## src/hw/rtl/kwm_pkg.sv

```systemverilog
`default_nettype none
// kwm_pkg: sizes, item types, op and status codes and state type of the k-way merge engine
// no dependencies; used by kwm_store, kwm_min_unit and k_way_sorted_merge
package kwm_pkg;

	localparam int NUM_LISTS   = 16;
	localparam int LIST_DEPTH  = 64;
	localparam int VALUE_WIDTH = 32;

	localparam int IDX_W  = $clog2(NUM_LISTS);
	localparam int CNT_W  = $clog2(LIST_DEPTH + 1);
	localparam int STORE_DEPTH = NUM_LISTS * LIST_DEPTH;
	localparam int ADDR_W = (STORE_DEPTH > 1) ? $clog2(STORE_DEPTH) : 1;

	localparam logic [1:0] OP_LOAD  = 2'd0;
	localparam logic [1:0] OP_NEXT  = 2'd1;
	localparam logic [1:0] OP_CLEAR = 2'd2;

	localparam logic [1:0] STAT_OK    = 2'd0;
	localparam logic [1:0] STAT_FULL  = 2'd1;
	localparam logic [1:0] STAT_EMPTY = 2'd2;

	typedef logic signed [VALUE_WIDTH-1:0] elem_t;

	typedef struct packed {
		logic [1:0]         op;
		logic [3:0]         list_index;
		logic signed [31:0] value;
	} kwm_in_t;

	typedef struct packed {
		logic signed [31:0] merged_value;
		logic [3:0]         source_list;
		logic [1:0]         status;
	} kwm_out_t;

	// candidate head presented to the compare unit
	typedef struct packed {
		logic             valid;
		logic [IDX_W-1:0] idx;
	} kwm_cand_t;

	typedef struct packed {
		logic             found;
		logic [IDX_W-1:0] idx;
	} kwm_best_t;

	typedef enum logic [2:0] {
		S_IDLE,
		S_EXEC,
		S_SCAN,
		S_DRAIN,
		S_FINISH,
		S_DONE
	} state_t;

	function automatic elem_t fit_in(input logic signed [31:0] v);
		logic signed [63:0] w;
		w = 64'(v);
		return w[VALUE_WIDTH-1:0];
	endfunction

	function automatic logic signed [31:0] fit_out(input elem_t v);
		logic signed [63:0] w;
		w = 64'(v);
		return w[31:0];
	endfunction

endpackage
`default_nettype wire

```

## src/hw/rtl/kwm_min_unit.sv

```systemverilog
`default_nettype none
// kwm_min_unit: shared signed compare, keeps the smallest head seen during a scan
// depends on kwm_pkg
module kwm_min_unit (
	input  wire                clk,
	input  wire                arst_n,
	input  wire                start,
	input  kwm_pkg::kwm_cand_t cand,
	input  kwm_pkg::elem_t     cand_val,
	output kwm_pkg::kwm_best_t best,
	output kwm_pkg::elem_t     best_val
);
	import kwm_pkg::*;

	kwm_best_t best_q;
	elem_t     best_val_q;
	logic      take;

	// strict less keeps the lowest list on ties, lists arrive in ascending order
	assign take = cand.valid && (!best_q.found || (cand_val < best_val_q));

	always_ff @(posedge clk or negedge arst_n) begin
		if (!arst_n) begin
			best_q <= '0;
		end else if (start) begin
			best_q <= '0;
		end else if (take) begin
			best_q.found <= 1'b1;
			best_q.idx   <= cand.idx;
		end
	end

	always_ff @(posedge clk) begin
		if (take && !start) begin
			best_val_q <= cand_val;
		end
	end

	assign best     = best_q;
	assign best_val = best_val_q;

endmodule
`default_nettype wire

```

## config.mk

```make
export PLATFORM = sky130hd
export DESIGN_NAME = kwm_min_unit
export DESIGN_NICKNAME = d
export VERILOG_FILES = /design/src/hw/rtl/kwm_pkg.sv /design/src/hw/rtl/kwm_min_unit.sv
export SDC_FILE = /design/constraint.sdc
export NUM_CORES = 1
export LEC_CHECK = 0
export BUFFER_PORTS_ARGS = -buffer_cell sky130_fd_sc_hd__buf_2
export CAP_MARGIN = 30
export CORE_MARGIN = 4
export CORE_UTILIZATION = 30
export CTS_CLUSTER_SIZE = 25
export DETAILED_ROUTE_END_ITERATION = 8
export PLACE_DENSITY_LB_ADDON = 0.3
export SLEW_MARGIN = 25
export SYNTH_ARGS = -nofsm -noshare
export SYNTH_HDL_FRONTEND = slang
export SYNTH_SLANG_ARGS = --single-unit
```

## constraint.sdc

```tcl
create_clock -name clk -period 5 [get_ports clk]
set_input_delay 1 -clock clk [delete_from_list [all_inputs] [get_ports clk]]
set_output_delay 1 -clock clk [all_outputs]
set_load 0.1 [all_outputs]
```

==> results.md <==
- Outcome: completed
- Place WS: 0.789 ns
- Vias: 1465
- CTS Buf Count: 5
- N_diodes: 0
- Nets: 321
- Relative slew margins: 0.659
- CTS tree: yes
- DRC viols: 0
- Clock root buffer: clkbuf_8
- Part of the power in combinational logic: 0.293
- Drt initial violations: 97
- CP Data Required Time: 4.97 ns
- PortBufs: 76
- Seq/Total Area, Yosys: 0.539
- RSZ-0062 raised after global routing: false
- Worst VDD drop: 0.159 mV
- Routed vias/inst: 4.47
- Cell area after synthesis: 0.00201 mm2
- CP Class: in2reg
- Area growth, synth to finish: 29.9%
- DPL Wire Length: 3.62 mm
- Die width: 89.9 um
- Gates resized, CTS repair: 0
- First-pass DRT Iterations: 4
- Tmin final: 3.87 ns
- Ports: 77
- Die extent in y: 89.9 um
- Clk buf depth: 2
- Syn_nets: 237
- Post-Synthesis Cells: 166
- Gp weighted congestion: 0.737
- Cell variety after synth: 26
- Hold WS: 0.520 ns
- Routed wire length: 4.35 mm
- Post-synthesis register bit count: 37
- Register share of total power: 0.416
- Largest net degree at the start of global routing: 21
- Number of H-tree levels: 2
- Setup violators final: 0
- Crit Path Max Fanout: 20
- Final TNS setup: 0 ns
- Post-CTS setup buffers: 0
- Worst-Margin Slew: 0.515 ns
- HP Class: in2async
- Die area: 0.00809 mm2
- Wire per inst: 13.3 um
- Syn avg cell area: 12.1 um2
- Post-route insts no fill: 328
- Post-DP Area: 0.00251 mm2
- Final hold vios: 0
- Row cnt: 29
- Cell Int Power: 0.000566 W
- Final ANT Viol Nets: 0
- Core footprint: 0.00642 mm2
- Clock power share: 0.290
- # hold bufs at CTS: 0
- Startpoint types: input port
- Fillers: 653
- Worst-Skew Late Latency: 0.29 ns
- Max-Cap Viols: 0
- Warnings from Yosys: 0
- Layout cells sized above 1: 0.363
- Element type at the critical path end: register
- Worst EP arrival: 3.84 ns
- All-Layer GR Usage: 0.109
- Max Clock Skew: 0.00862 ns
- Max-slew violation count: 0
- Final worst path period share: 0.773
- Clk sinks: 37
- First-pass GRT wire length: 7.20 mm
- Initial antenna violation count: 0
- Sw Pwr: 0.000322 W
- Design area: 0.00262 mm2
- Switching Share: 0.362
- Pwr dens: 339 mW/mm2
- Cell total after placement: 320
- Global route overflow: 0
- Number of global-route vias before repair: 1532
- Fmax: 259 MHz
- Reg clk slew, reported paths: 0.08 ns
- R2R depth: 10
- Initial core utilization: 0.314
- Worst Slack Setup Final: 1.13 ns
- P_leak: 1.29 nW
-- synth_stat cells (all sizes together) --
cell type,instances,share of area
edfxtp,32,0.48
inv,32,0.060
ha,31,0.19
a21oi,13,0.032
nand2,9,0.017
nand2b,9,0.028
dfrtp,5,0.062
nand4,5,0.016
nor2,5,0.0093
mux2i,4,0.020
a211oi,3,0.017
o21ai,3,0.0075
nand3,2,0.0050
nor2b,2,0.0062
nor3,2,0.0075
a2111oi,1,0.0043
a21o,1,0.0037
a221oi,1,0.0043
and2b,1,0.0043
mux2,1,0.0075
o21bai,1,0.0037
o22ai,1,0.0031
or3,1,0.0056
or4b,1,0.0068
-- cell usage in the layout (no fill, tap or decap), types with 3 or more instances in the layout --
cell and n:
buf_2 76, inv_1 32, edfxtp_1 32, ha_1 31, a21oi_1 13, nand2_1 9
nand2b_1 9, nand4_1 5, nor2_1 5, dfrtp_1 5, clkbuf_8 5, mux2i_1 4
o21ai_0 3
-- metal layers --
metal / share of wire / vias up / track usage
met3: 0.068 / 2 / 0.0326
met5: 0 / - / 0
li1: - / 755 / -
met1: 0.48 / 654 / 0.145
met2: 0.45 / 54 / 0.174
met4: 0.0053 / 0 / 0.0306
-- power groups by stage --
stage                     sequential (W)  clock (W)  combinational [W]
final                           0.000370   0.000258           0.000260
after floorplan                 0.000516          0          0.0000644
after CTS                       0.000370   0.000266           0.000264
after global routing            0.000373   0.000279           0.000280
after global placement          0.000376          0           0.000262
after detailed placement        0.000377          0           0.000263
-- registers in the layout, summed over array words and instances, names as in the netlist --
register and count:
best_val 32, best 5
-- area by class of cell --
type                            instances  area, um2  area share
Sequential cell                        37       1090       0.415
Clock buffer                            5       68.8      0.0263
Multi-Input combinational cell         97        816       0.312
Inverter                               32        120      0.0459
Timing Repair Buffer                   77        388       0.148
Clock inverter                          3       41.3      0.0158
Tap cell                               77       96.3      0.0368
-- path summary, 6_finish.rpt --
path	slack, ns	end	start
min in group clk	0.54	best[2]$_DFFE_PN0P_	best[2]$_DFFE_PN0P_
worst max register to register	1.58	best_val[11]$_DFFE_PP_	best_val[31]$_DFFE_PP_
worst max-delay path	1.13	best_val[11]$_DFFE_PP_	cand_val[31]
worst min-delay path	0.52	best[1]$_DFFE_PN0P_	arst_n
max in group asynchronous	4.35	best[2]$_DFFE_PN0P_	arst_n
worst min register to register	0.54	best[2]$_DFFE_PN0P_	best[2]$_DFFE_PN0P_
-- worst max-delay path: stages --
cell and delay [ns]:
buf_2 0.11, ha_1 0.31, nand4_1 0.15, or3_4 0.42
nor3_2 0.22, a21oi_1 0.11, mux2_4 0.32, a211oi_4 0.37
nor2b_4 0.46, buf_4 0.36
-- metrics by stage --
step,power (W),util
floorplan,0.000580,-
global placement,0.000638,0.390
detailed placement,0.000640,0.390
CTS,0.000900,0.407
global route,0.000932,0.407
finish,0.000888,0.407
-- cells by family (layout without fill, tap and decap cells) --
| kind of cell | Yosys count | count (layout) | share of synthesized area |
|---|---|---|---|
| AO/OA/AOI/OAI | 24 | 24 | 0.0764 |
| adder cells (fa/ha/maj) | 31 | 31 | 0.193 |
| buffers and inverters | 32 | 117 | 0.0596 |
| flip-flops | 37 | 37 | 0.539 |
| multiplexers | 5 | 5 | 0.0273 |
| AND/OR/NAND/NOR | 37 | 37 | 0.105 |
(Power assumes the default switching activity.)
